**config.mk**
```make
export PLATFORM = sky130hd
export DESIGN_NAME = ddoi_mul
export DESIGN_NICKNAME = d
export VERILOG_FILES = /design/src/rtl/ddoi_pkg.sv /design/src/rtl/ddoi_mul.sv
export SDC_FILE = /design/constraint.sdc
export NUM_CORES = 2
export LEC_CHECK = 0
export BUFFER_PORTS_ARGS = -buffer_cell sky130_fd_sc_hd__buf_4
export CORE_AREA = 2 2 270 272
export CTS_CLUSTER_SIZE = 28
export DETAILED_ROUTE_END_ITERATION = 12
export DIE_AREA = 0 0 272 274
export GPL_TIMING_DRIVEN = 0
export PLACE_DENSITY = 0.65
export SLEW_MARGIN = 20
export SYNTH_ARGS = -nofsm -noshare
export SYNTH_HDL_FRONTEND = slang
export SYNTH_SLANG_ARGS = --single-unit
```
**constraint.sdc**
```tcl
create_clock -name clock -period 13.5 [get_ports clock]
set_input_delay 1.35 -clock clock [delete_from_list [all_inputs] [get_ports clock]]
set_output_delay 1.35 -clock clock [all_outputs]
set_load 0.02 [all_outputs]
```
**src/rtl/ddoi_pkg.sv**
```systemverilog
// shared constants, types and tables of the odometry integrator
`timescale 1ns / 1ps
`default_nettype none
package ddoi_pkg;

   // field widths
   localparam int VEL_W  = 24;
   localparam int POS_W  = 32;
   localparam int HEAD_W = 16;
   localparam int TS_W   = 16;
   localparam int SUM_W  = VEL_W + 1;

   // register reset
   localparam logic [TS_W-1:0] TS_RESET = 16'd6554;

   // cordic
   localparam int CORDIC_STEPS_DEF = 16;
   localparam int ATAN_ENTRIES     = 24;
   localparam int ATAN_IDX_W       = 5;
   localparam int CORDIC_W         = 34;
   localparam int TRIG_W           = 18;
   localparam int QUARTER_TURN     = 16384;
   localparam int HALF_TURN        = 32768;
   localparam int CORDIC_GAIN_Q30  = 652032874;

   // shared multiplier
   localparam int MUL_A_W = 41;
   localparam int MUL_B_W = 24;
   localparam int PROD_W  = MUL_A_W + MUL_B_W;
   localparam int RAD_TO_BAM_Q8 = 2670177;

   typedef enum logic [0:0] {
      OP_TICK = 1'b0,
      OP_LOAD = 1'b1
   } ddoi_op_type;

   typedef enum logic [2:0] {
      ST_IDLE,
      ST_MUL_P,
      ST_MUL_Q,
      ST_TRIG,
      ST_MUL_S,
      ST_MUL_H,
      ST_FINISH
   } ddoi_state_type;

   typedef enum logic [2:0] {
      MUL_LIN_TS,
      MUL_ANG_TS,
      MUL_P_COS,
      MUL_P_SIN,
      MUL_Q_K
   } ddoi_mul_sel_type;

   typedef struct packed {
      logic signed [TRIG_W-1:0] cos_val;
      logic signed [TRIG_W-1:0] sin_val;
   } ddoi_trig_type;

   // arctangent of 2^-i in units of 2^-32 circle
   function automatic logic signed [CORDIC_W-1:0] atan_bam(input logic [ATAN_IDX_W-1:0] idx);
      logic signed [CORDIC_W-1:0] val;
      case (idx)
         5'd0:    val = 34'sd536870912;
         5'd1:    val = 34'sd316933406;
         5'd2:    val = 34'sd167458907;
         5'd3:    val = 34'sd85004756;
         5'd4:    val = 34'sd42667331;
         5'd5:    val = 34'sd21354465;
         5'd6:    val = 34'sd10679838;
         5'd7:    val = 34'sd5340245;
         5'd8:    val = 34'sd2670163;
         5'd9:    val = 34'sd1335087;
         5'd10:   val = 34'sd667544;
         5'd11:   val = 34'sd333772;
         5'd12:   val = 34'sd166886;
         5'd13:   val = 34'sd83443;
         5'd14:   val = 34'sd41722;
         5'd15:   val = 34'sd20861;
         5'd16:   val = 34'sd10430;
         5'd17:   val = 34'sd5215;
         5'd18:   val = 34'sd2608;
         5'd19:   val = 34'sd1304;
         5'd20:   val = 34'sd652;
         5'd21:   val = 34'sd326;
         5'd22:   val = 34'sd163;
         5'd23:   val = 34'sd81;
         default: val = '0;
      endcase
      return val;
   endfunction

   // clamp a widened position sum to the signed position range
   function automatic logic signed [POS_W-1:0] sat_pos(input logic signed [POS_W+1:0] v);
      logic signed [POS_W-1:0] res;
      if (v[POS_W+1:POS_W-1] == 3'b000 || v[POS_W+1:POS_W-1] == 3'b111) begin
         res = v[POS_W-1:0];
      end else if (v[POS_W+1]) begin
         res = {1'b1, {(POS_W-1){1'b0}}};
      end else begin
         res = {1'b0, {(POS_W-1){1'b1}}};
      end
      return res;
   endfunction

endpackage
`default_nettype wire

```
**src/rtl/ddoi_mul.sv**
```systemverilog
// shared signed multiplier with registered product
`timescale 1ns / 1ps
`default_nettype none
module ddoi_mul (
   input  wire logic                                clock,
   input  wire logic signed [ddoi_pkg::MUL_A_W-1:0] op_a,
   input  wire logic signed [ddoi_pkg::MUL_B_W-1:0] op_b,
   output logic signed [ddoi_pkg::PROD_W-1:0]       prod
);
   import ddoi_pkg::*;

   logic signed [PROD_W-1:0] prod_ff;

   // product register
   always_ff @(posedge clock) begin
      prod_ff <= PROD_W'(op_a) * PROD_W'(op_b);
   end

   assign prod = prod_ff;

endmodule
`default_nettype wire

```
==> reports/results.ini <==
[yosys]
synthDistinctLibCells=65
synth.area.top_cells=fa_1 (56%), inv_1 (11%), nand2_1 (6.7%)
synth_nets=5011
yosys_most_used_dff=dfxtp_1
yosysTopAreaCell=fa_1
synth-seq-cells=65
synthTopCellsByCount=inv_1 (997), fa_1 (981), nand2_1 (622)
synth_top_area_share_pct=56.3
synth-edff-count=0
synth.avg_cell_area_um2=9.20
netlist_instances=3796
ys_async_sr_fraction_pct=0
ys_seq_area_share_pct=3.73
synth.most_common_cell=inv_1
synth_area_um2=34900
synth_warnings=0

[route]
drc=0
routedWlPerCell_um=22.2
vias=25700
wirelength_mm=109
drt_iter0_markers=1817
wl_met2_mm=51.0
routed_via_density=5.23
dr.pass1.iters=8
dr.max_layer_used=met5
drt-met1-wl_mm=42.1
ant_nets=0
wl_met3_mm=8.35

[worst_setup_path]
cp_num_buf_inv=7
crit_family=adder cells
cp.required_ns=13.77
arrival_ns=9.52
end_kind=flop
critPathSlowestCell=clkbuf_1
critical_path.most_common_cell=fa_1
start_kind=input port
worstPathMaxFanout=10
critPathMaxStageDelay_ns=0.81
worstSetupPathType=input port to flop

[worst_hold_path]
holdCritPathClass=input port to flop
holdPathStages=2
worstHoldStart=op_a[0]
hold_path_end=prod[0]

[sta]
rsz0062_at_grt=false
setup_viol=0
timing.final.crit_share_pct=68.5
setup_tns_ns=0
slew_headroom_pct=20.5
slew_viol_final=0
layout_setup_ws_ns=4.25
hold_violations=0
fmax_mhz=108
worstMarginPinSlew_ns=1.19
period_minus_slack_ns=9.25

[floorplanning]
placementRows=99
coreArea_um2=72000
die-area_um2=74500
die_x_um=272
die_y_um=274
initial_utilization_pct=48.5
ios=131

[clock_tree]
cts_root_buffer=clkbuf_16
ctsResizeCount=0
cts_setup_buffers=0
clock-sinks=65
cts_hold_buf=0
cts_tree=yes
cts_made_buffers=9
clk_pin_slew_ns=0.06
h-tree-depth=3
max-clock-path-buffers=2

[grt]
grt_usage_pct=30.6
antenna_found_initial=9
grt_pass1_vias=27800
grt_max_degree=14
grt_pass1_wl_mm=168
grt_overflow=0

[outcome]
status=finished clean

[finish]
layout-drive-gt1-share_pct=4.29
area_growth_pct=7.19
utilization_pct=52.0
fin_cells=4904
fin_nets=5152
largest_register_ffs=65

[placed_design]
io_buffers=130
place_ws_ns=3.87
gp_congestion=0.982
dp_hpwl_mm=95.0
dp.cells=4885

[flow_run]
drv_cap=0

[layer usage]
metal | vias to the layer above | track usage, %
met5 | - | 0
met1 | 13200 | 38.5
met3 | 344 | 5.44
met2 | 1072 | 50.1
met4 | 8 | 17.7
li1 | 11000 | -
[metrics by stage]
stage / hold WS [ns] / area [um2]
finish: 1.30 / 37400
floorplan: 1.48 / 34900
detailed placement: 1.68 / 37100
global route: 1.28 / 37400
CTS: 1.27 / 37400
global placement: 1.67 / 37100
[cells in the final DEF, fill, tap and decap left out, types with 9 or more instances in the layout]
master	synthesis	routed
xor2_1	16	16
a21oi_1	66	66
xnor2_1	54	54
ha_1	168	168
clkbuf_16	0	9
clkbuf_1	188	188
dfxtp_1	65	65
nand3_1	15	15
o21ai_0	26	26
a211oi_1	9	9
nor2b_1	38	38
nand2_1	622	622
o21bai_1	15	15
o21ai_1	10	10
and2_1	365	365
a31oi_1	9	9
buf_4	0	130
nand2b_1	12	12
fa_1	981	981
a21o_1	27	27
inv_1	997	997
nor2_1	35	35
[final cells by class]
type | count | area, um2
Timing Repair Buffer | 130 | 976
Tap cell | 959 | 1200
Clock inverter | 7 | 101
Inverter | 997 | 3740
Antenna cell | 3 | 7.51
Clock buffer | 9 | 225
Fill cell | 6730 | 34600
Buffer | 191 | 726
Sequential cell | 65 | 1300
Multi-Input combinational cell | 2543 | 29100
[kinds of logic (layout without fill, tap and decap cells)]
logic type | count (synthesis) | in the layout | synth area share, %
AOI/OAI and AO/OA | 208 | 208 | 4.12
xor gates and xnor gates | 70 | 70 | 1.76
adders and majority gates | 1149 | 1149 | 62.3
muxes | 2 | 2 | 0.0645
buffers and inverters | 1188 | 1334 | 12.8
DFF | 65 | 65 | 3.73
other | 0 | 3 | 0
and+or+nand+nor | 1114 | 1114 | 15.2
[worst max path at each step]
stage	start	to	depth (start not counted)
3_5_place_dp	op_b[3]	prod[45]	25
2_1_floorplan	op_a[40]	prod[61]	24
6_report	op_b[3]	prod[45]	25
4_1_cts	op_b[3]	prod[45]	25
5_1_grt	op_b[3]	prod[43]	25
3_3_place_gp	op_b[3]	prod[45]	24
Power is left out: the tool's default activity adds up to more than one toggle a clock period on the data nets, which glitch-free logic cannot reach.
