### config.mk
export PLATFORM = sky130hd
export DESIGN_NAME = ddoi_cordic
export DESIGN_NICKNAME = d
export VERILOG_FILES = /design/src/rtl/ddoi_pkg.sv /design/src/rtl/ddoi_cordic.sv
export SDC_FILE = /design/constraint.sdc
export NUM_CORES = 1
export LEC_CHECK = 0
export BUFFER_PORTS_ARGS = -buffer_cell sky130_fd_sc_hd__buf_4
export CAP_MARGIN = 25
export CORE_MARGIN = 1
export CORE_UTILIZATION = 45
export DETAILED_ROUTE_END_ITERATION = 10
export PLACE_DENSITY = 0.75
export SLEW_MARGIN = 30
export SYNTH_ARGS = -nofsm -noshare
export SYNTH_HDL_FRONTEND = slang
export SYNTH_SLANG_ARGS = --single-unit
### constraint.sdc
create_clock -name clock -period 5.7 [get_ports clock]
set_clock_uncertainty 0.2 [all_clocks]
set_input_delay 0.855 -clock clock [delete_from_list [all_inputs] [get_ports clock]]
set_output_delay 0.855 -clock clock [all_outputs]
set_load 0.01 [all_outputs]
### src/rtl/ddoi_pkg.sv
// shared constants, types and tables of the odometry integrator
`timescale 1ns / 1ps
`default_nettype none
package ddoi_pkg;

   // field widths
   localparam int VEL_W  = 24;
   localparam int POS_W  = 32;
   localparam int HEAD_W = 16;
   localparam int TS_W   = 16;
   localparam int SUM_W  = VEL_W + 1;

   // register reset
   localparam logic [TS_W-1:0] TS_RESET = 16'd6554;

   // cordic
   localparam int CORDIC_STEPS_DEF = 16;
   localparam int ATAN_ENTRIES     = 24;
   localparam int ATAN_IDX_W       = 5;
   localparam int CORDIC_W         = 34;
   localparam int TRIG_W           = 18;
   localparam int QUARTER_TURN     = 16384;
   localparam int HALF_TURN        = 32768;
   localparam int CORDIC_GAIN_Q30  = 652032874;

   // shared multiplier
   localparam int MUL_A_W = 41;
   localparam int MUL_B_W = 24;
   localparam int PROD_W  = MUL_A_W + MUL_B_W;
   localparam int RAD_TO_BAM_Q8 = 2670177;

   typedef enum logic [0:0] {
      OP_TICK = 1'b0,
      OP_LOAD = 1'b1
   } ddoi_op_type;

   typedef enum logic [2:0] {
      ST_IDLE,
      ST_MUL_P,
      ST_MUL_Q,
      ST_TRIG,
      ST_MUL_S,
      ST_MUL_H,
      ST_FINISH
   } ddoi_state_type;

   typedef enum logic [2:0] {
      MUL_LIN_TS,
      MUL_ANG_TS,
      MUL_P_COS,
      MUL_P_SIN,
      MUL_Q_K
   } ddoi_mul_sel_type;

   typedef struct packed {
      logic signed [TRIG_W-1:0] cos_val;
      logic signed [TRIG_W-1:0] sin_val;
   } ddoi_trig_type;

   // arctangent of 2^-i in units of 2^-32 circle
   function automatic logic signed [CORDIC_W-1:0] atan_bam(input logic [ATAN_IDX_W-1:0] idx);
      logic signed [CORDIC_W-1:0] val;
      case (idx)
         5'd0:    val = 34'sd536870912;
         5'd1:    val = 34'sd316933406;
         5'd2:    val = 34'sd167458907;
         5'd3:    val = 34'sd85004756;
         5'd4:    val = 34'sd42667331;
         5'd5:    val = 34'sd21354465;
         5'd6:    val = 34'sd10679838;
         5'd7:    val = 34'sd5340245;
         5'd8:    val = 34'sd2670163;
         5'd9:    val = 34'sd1335087;
         5'd10:   val = 34'sd667544;
         5'd11:   val = 34'sd333772;
         5'd12:   val = 34'sd166886;
         5'd13:   val = 34'sd83443;
         5'd14:   val = 34'sd41722;
         5'd15:   val = 34'sd20861;
         5'd16:   val = 34'sd10430;
         5'd17:   val = 34'sd5215;
         5'd18:   val = 34'sd2608;
         5'd19:   val = 34'sd1304;
         5'd20:   val = 34'sd652;
         5'd21:   val = 34'sd326;
         5'd22:   val = 34'sd163;
         5'd23:   val = 34'sd81;
         default: val = '0;
      endcase
      return val;
   endfunction

   // clamp a widened position sum to the signed position range
   function automatic logic signed [POS_W-1:0] sat_pos(input logic signed [POS_W+1:0] v);
      logic signed [POS_W-1:0] res;
      if (v[POS_W+1:POS_W-1] == 3'b000 || v[POS_W+1:POS_W-1] == 3'b111) begin
         res = v[POS_W-1:0];
      end else if (v[POS_W+1]) begin
         res = {1'b1, {(POS_W-1){1'b0}}};
      end else begin
         res = {1'b0, {(POS_W-1){1'b1}}};
      end
      return res;
   endfunction

endpackage
`default_nettype wire

### src/rtl/ddoi_cordic.sv
// iterative rotation-mode cordic giving cosine and sine of a binary angle
`timescale 1ns / 1ps
`default_nettype none
module ddoi_cordic #(
   parameter int CORDIC_STEPS = ddoi_pkg::CORDIC_STEPS_DEF
) (
   input  wire logic                        clock,
   input  wire logic                        reset,
   input  wire logic                        start,
   input  wire logic [ddoi_pkg::HEAD_W-1:0] angle,
   output logic                             done,
   output ddoi_pkg::ddoi_trig_type          trig
);
   import ddoi_pkg::*;

   localparam int STEP_W = $clog2(CORDIC_STEPS);

   logic                       busy_ff;
   logic                       done_ff;
   logic                       fold_ff;
   logic [STEP_W-1:0]          iter_ff;
   logic signed [CORDIC_W-1:0] x_ff;
   logic signed [CORDIC_W-1:0] y_ff;
   logic signed [CORDIC_W-1:0] z_ff;

   logic signed [HEAD_W-1:0]   ang_s;
   logic signed [HEAD_W:0]     ang_fold;
   logic                       fold_in;
   logic signed [CORDIC_W-1:0] x_shift;
   logic signed [CORDIC_W-1:0] y_shift;
   logic signed [CORDIC_W-1:0] atan_val;
   logic signed [CORDIC_W-1:0] x_round;
   logic signed [CORDIC_W-1:0] y_round;

   // fold the angle into the right half plane
   always_comb begin
      ang_s = $signed(angle);
      if (ang_s > QUARTER_TURN) begin
         ang_fold = (HEAD_W+1)'(ang_s) - (HEAD_W+1)'(HALF_TURN);
         fold_in  = 1'b1;
      end else if (ang_s < -QUARTER_TURN) begin
         ang_fold = (HEAD_W+1)'(ang_s) + (HEAD_W+1)'(HALF_TURN);
         fold_in  = 1'b1;
      end else begin
         ang_fold = (HEAD_W+1)'(ang_s);
         fold_in  = 1'b0;
      end
   end

   // one micro-rotation per cycle
   assign x_shift  = x_ff >>> iter_ff;
   assign y_shift  = y_ff >>> iter_ff;
   assign atan_val = atan_bam(ATAN_IDX_W'(iter_ff));

   always_ff @(posedge clock) begin
      if (reset) begin
         busy_ff <= 1'b0;
         done_ff <= 1'b0;
      end else if (start) begin
         busy_ff <= 1'b1;
         done_ff <= 1'b0;
      end else if (busy_ff && iter_ff == STEP_W'(CORDIC_STEPS - 1)) begin
         busy_ff <= 1'b0;
         done_ff <= 1'b1;
      end
   end

   always_ff @(posedge clock) begin
      if (start) begin
         iter_ff <= '0;
         fold_ff <= fold_in;
         x_ff    <= CORDIC_W'(CORDIC_GAIN_Q30);
         y_ff    <= '0;
         z_ff    <= CORDIC_W'(ang_fold) <<< HEAD_W;
      end else if (busy_ff) begin
         iter_ff <= iter_ff + 1'b1;
         if (!z_ff[CORDIC_W-1]) begin
            x_ff <= x_ff - y_shift;
            y_ff <= y_ff + x_shift;
            z_ff <= z_ff - atan_val;
         end else begin
            x_ff <= x_ff + y_shift;
            y_ff <= y_ff - x_shift;
            z_ff <= z_ff + atan_val;
         end
      end
   end

   // round to q16 and undo the fold
   assign x_round = (x_ff + CORDIC_W'(8192)) >>> 14;
   assign y_round = (y_ff + CORDIC_W'(8192)) >>> 14;

   always_comb begin
      if (fold_ff) begin
         trig.cos_val = TRIG_W'(-x_round);
         trig.sin_val = TRIG_W'(-y_round);
      end else begin
         trig.cos_val = TRIG_W'(x_round);
         trig.sin_val = TRIG_W'(y_round);
      end
   end

   assign done = done_ff;

endmodule
`default_nettype wire

==> flow_summary.ini <==
[status]
status = complete, no violations

[logic_synthesis]
synth-main-ff-cell = dfxtp_1
yosys.area.top_type = dfxtp_1
ys_warn_count = 0
synth_nets = 2297
synth-edff-count = 19
yosysTopAreaCellShare = 0.1373
synth_area_um2 = 17490
async_flop_share = 0
ys_seq_area_frac = 0.1699
syn-mean-instance-area_um2 = 8.095
netlist-cell-type-count = 88
ys_seq_elements = 139
yosys-top-cells-area = dfxtp_1 14%, ha_1 8.2%, mux4_2 6.6%, xnor2_1 6.4%, a21oi_1 5.3%
netlist_instances = 2161

[die]
rows = 71
die_h_um = 199.2
dieArea_um2 = 39670
coreArea_um2 = 37930
die_w_um = 199.2
start_util = 0.4612
io_pins = 56

[finish]
fin_util = 0.5386
fin_nets = 2457
instances_no_fill = 2845
post-route-cell-area_um2 = 20430
area.growth.synth_to_final_pct = 16.79
fill_cells = 3458
layout-drive-gt1-share = 0.2061
antenna_cells = 0

[setup_path]
arrival_ps = 5720
r2r_slack_ps = 120
reg2reg_to = x_ff[33]
worstReg2RegStart = iter_ff[1]
cp-start-kind = flop
crit_fanout = 5
end_kind = flop
slowest_stage = mux4_1
reg2reg_depth = 21
critPathRequiredTime_ps = 5840
crit_chain = mux4_1 -> mux2_2 -> or4_4 -> a211oi_4 -> buf_4 -> buf_4 -> and2_1 -> buf_4 -> a21oi_1 -> xor2_1 -> ha_1 -> a21o_1 -> a21oi_1 -> o21ai_1 -> o21ai_1 -> buf_4 -> nand2_1 -> a21o_1 -> a211oi_2 -> mux2i_1 -> mux2_2
cpMostUsedCell = buf_4
max_stage_delay_ps = 570
criticalPathCategory = reg2reg

[worst_hold_path]
hp-class = reg2reg
holdPathStages = 2
min_from = done
min_to = done

[timing]
rsz0062_at_grt = yes
period_share = 0.9791
finalMaxSlewViolations = 0
fin_crit_ps = 5581
hold_violations = 0
finalSetupViolations = 0
slew-limit-headroom = 0.3239
clock.fmax_mhz = 179.2
timing.hold.ws_ps = 262.6
tightest_slew_ps = 988.6

[cts]
clk_pin_slew_ps = 80
clock_latency_ps = 470
cts-buffers-inserted = 17
root_buffer = clkbuf_16
cts_tree = built
htree_levels = 4
clock-sinks = 139
cts_buffer_depth = 2

[route]
drc = 0
routedWlPerCell_um = 19.37
via_per_inst = 6.205
routed_wl_um = 55100
postRouteAntennaNets = 0
drt-initial-drc-count = 1511
drt_pass1_iterations = 7
num_vias = 17650

[global_route]
grt_use_total = 0.2787
grt_pass1_wl_um = 87980
overflow = 0
antenna_found_initial = 0
grt_max_degree = 99
grt_pass1_vias = 16880

[run]
drv_cap = 0

[power]
power_w = 0.01205
power_density_nw_per_um2 = 589.9
ir_drop_mv = 0.2825
p_leak_nw = 8.723

[place]
place_area_um2 = 19690
gp_congestion = 0.9659
dp.cells = 2810
io_buffers = 55
hpwl_um = 42130
==> where the power goes <==
part	internal, W	switching (W)
Clock	0.000573	0.000538
Combinational	0.00436	0.00497
Sequential	0.00125	0.000353
Total	0.00619	0.00587
==> layer usage <==
layer | wire [µm] | vias to the layer above | global-route usage
met5 | 0 | - | 0
met4 | 2255 | 0 | 0.1142
met3 | 3628 | 144 | 0.04084
met2 | 26500 | 747 | 0.4763
met1 | 22720 | 8445 | 0.3497
li1 | - | 8316 | -
==> critical path, delay by kind of cell, from the launching register on <==
kind / cells / cell delay [ps]
adder cells (fa/ha/maj): 1 / 330
AO/OA/AOI/OAI: 8 / 1500
buffers and inverters: 4 / 520
multiplexers: 4 / 1430
flip-flops: 1 / 410
XOR/XNOR: 1 / 320
AND/OR/NAND/NOR: 3 / 750
==> cell usage in the layout, fill, tap and decap left out, types with 76 or more instances in the layout <==
master,synthesis,routed
buf_4,4,261
nand2_1,189,188
nor2_1,188,186
a21oi_1,185,178
xnor2_1,127,127
dfxtp_1,120,115
o21ai_0,123,114
ha_1,114,113
xor2_1,96,96
mux2i_1,80,76
==> layout make-up <==
type                            count  area, µm²  share of cell area
Timing Repair Buffer              273       2190              0.1072
Clock inverter                     15      126.4            0.006185
Sequential cell                   139       2987              0.1462
Tap cell                          511      639.4             0.03129
Inverter                           79      296.5             0.01451
Multi-Input combinational cell   1811      13770              0.6738
Clock buffer                       17      425.4             0.02082
==> Yosys cell counts, drive strengths merged (22+ instances only) <==
master,n
dfxtp,120
a21o,49
clkbuf,83
a211oi,30
nor2,188
nor2b,22
o21a,29
ha,114
or3,23
xnor2,127
nor3,47
xor2,96
nand3,57
mux2,39
mux4,76
mux2i,80
a31oi,30
nand2,189
a21oi,186
o21ai,123
inv,78
buf,49
==> state kept, by name (all words and copies together), names as in the netlist <==
register,flops
z_ff,34
iter_ff,4
y_ff,34
done,1
fold_ff,1
atan_val,30
busy_ff,1
x_ff,34
==> worst max path at each step <==
| stage | start | end | slack [ps] | cells after the start |
|---|---|---|---|---|
| 5_1_grt | iter_ff[1] | y_ff[33] | -50 | 21 |
| 4_1_cts | iter_ff[1] | x_ff[33] | 10 | 20 |
| 3_3_place_gp | iter_ff[1] | y_ff[33] | -60 | 21 |
| 2_1_floorplan | iter_ff[3] | x_ff[33] | 80 | 24 |
| 3_5_place_dp | iter_ff[1] | x_ff[33] | -110 | 20 |
| 6_report | iter_ff[1] | x_ff[33] | 120 | 21 |
==> stage by stage <==
stage,setup slack [ps],setup TNS [ps]
detailed placement,-106.9,-267.2
finish,119.3,0
global placement,-62.31,-83.53
floorplan,79.56,0
CTS,11.51,0
global route,-53.10,-320.8
==> cell families (layout without fill, tap and decap cells) <==
logic type                 after synthesis  in the layout  synth area share
and+or+nand+nor                        661            661            0.1817
muxes                                  195            195            0.1745
DFF                                    139            139            0.1699
adders and majority gates              117            117           0.08497
AOI/OAI and AO/OA                      615            615            0.2271
xor gates and xnor gates               223            223            0.1117
buffers and inverters                  211            384           0.05014
==> what timing repair did <==
item | in CTS | in global routing
pin swaps | 3 | 13
gates resized for setup | 8 | 60
hold buffers | 0 | 0
setup endpoints to repair | 6 | 21
setup buffers | 1 | 1
cloned | 0 | 1
Power figures use the tool's default switching activity.
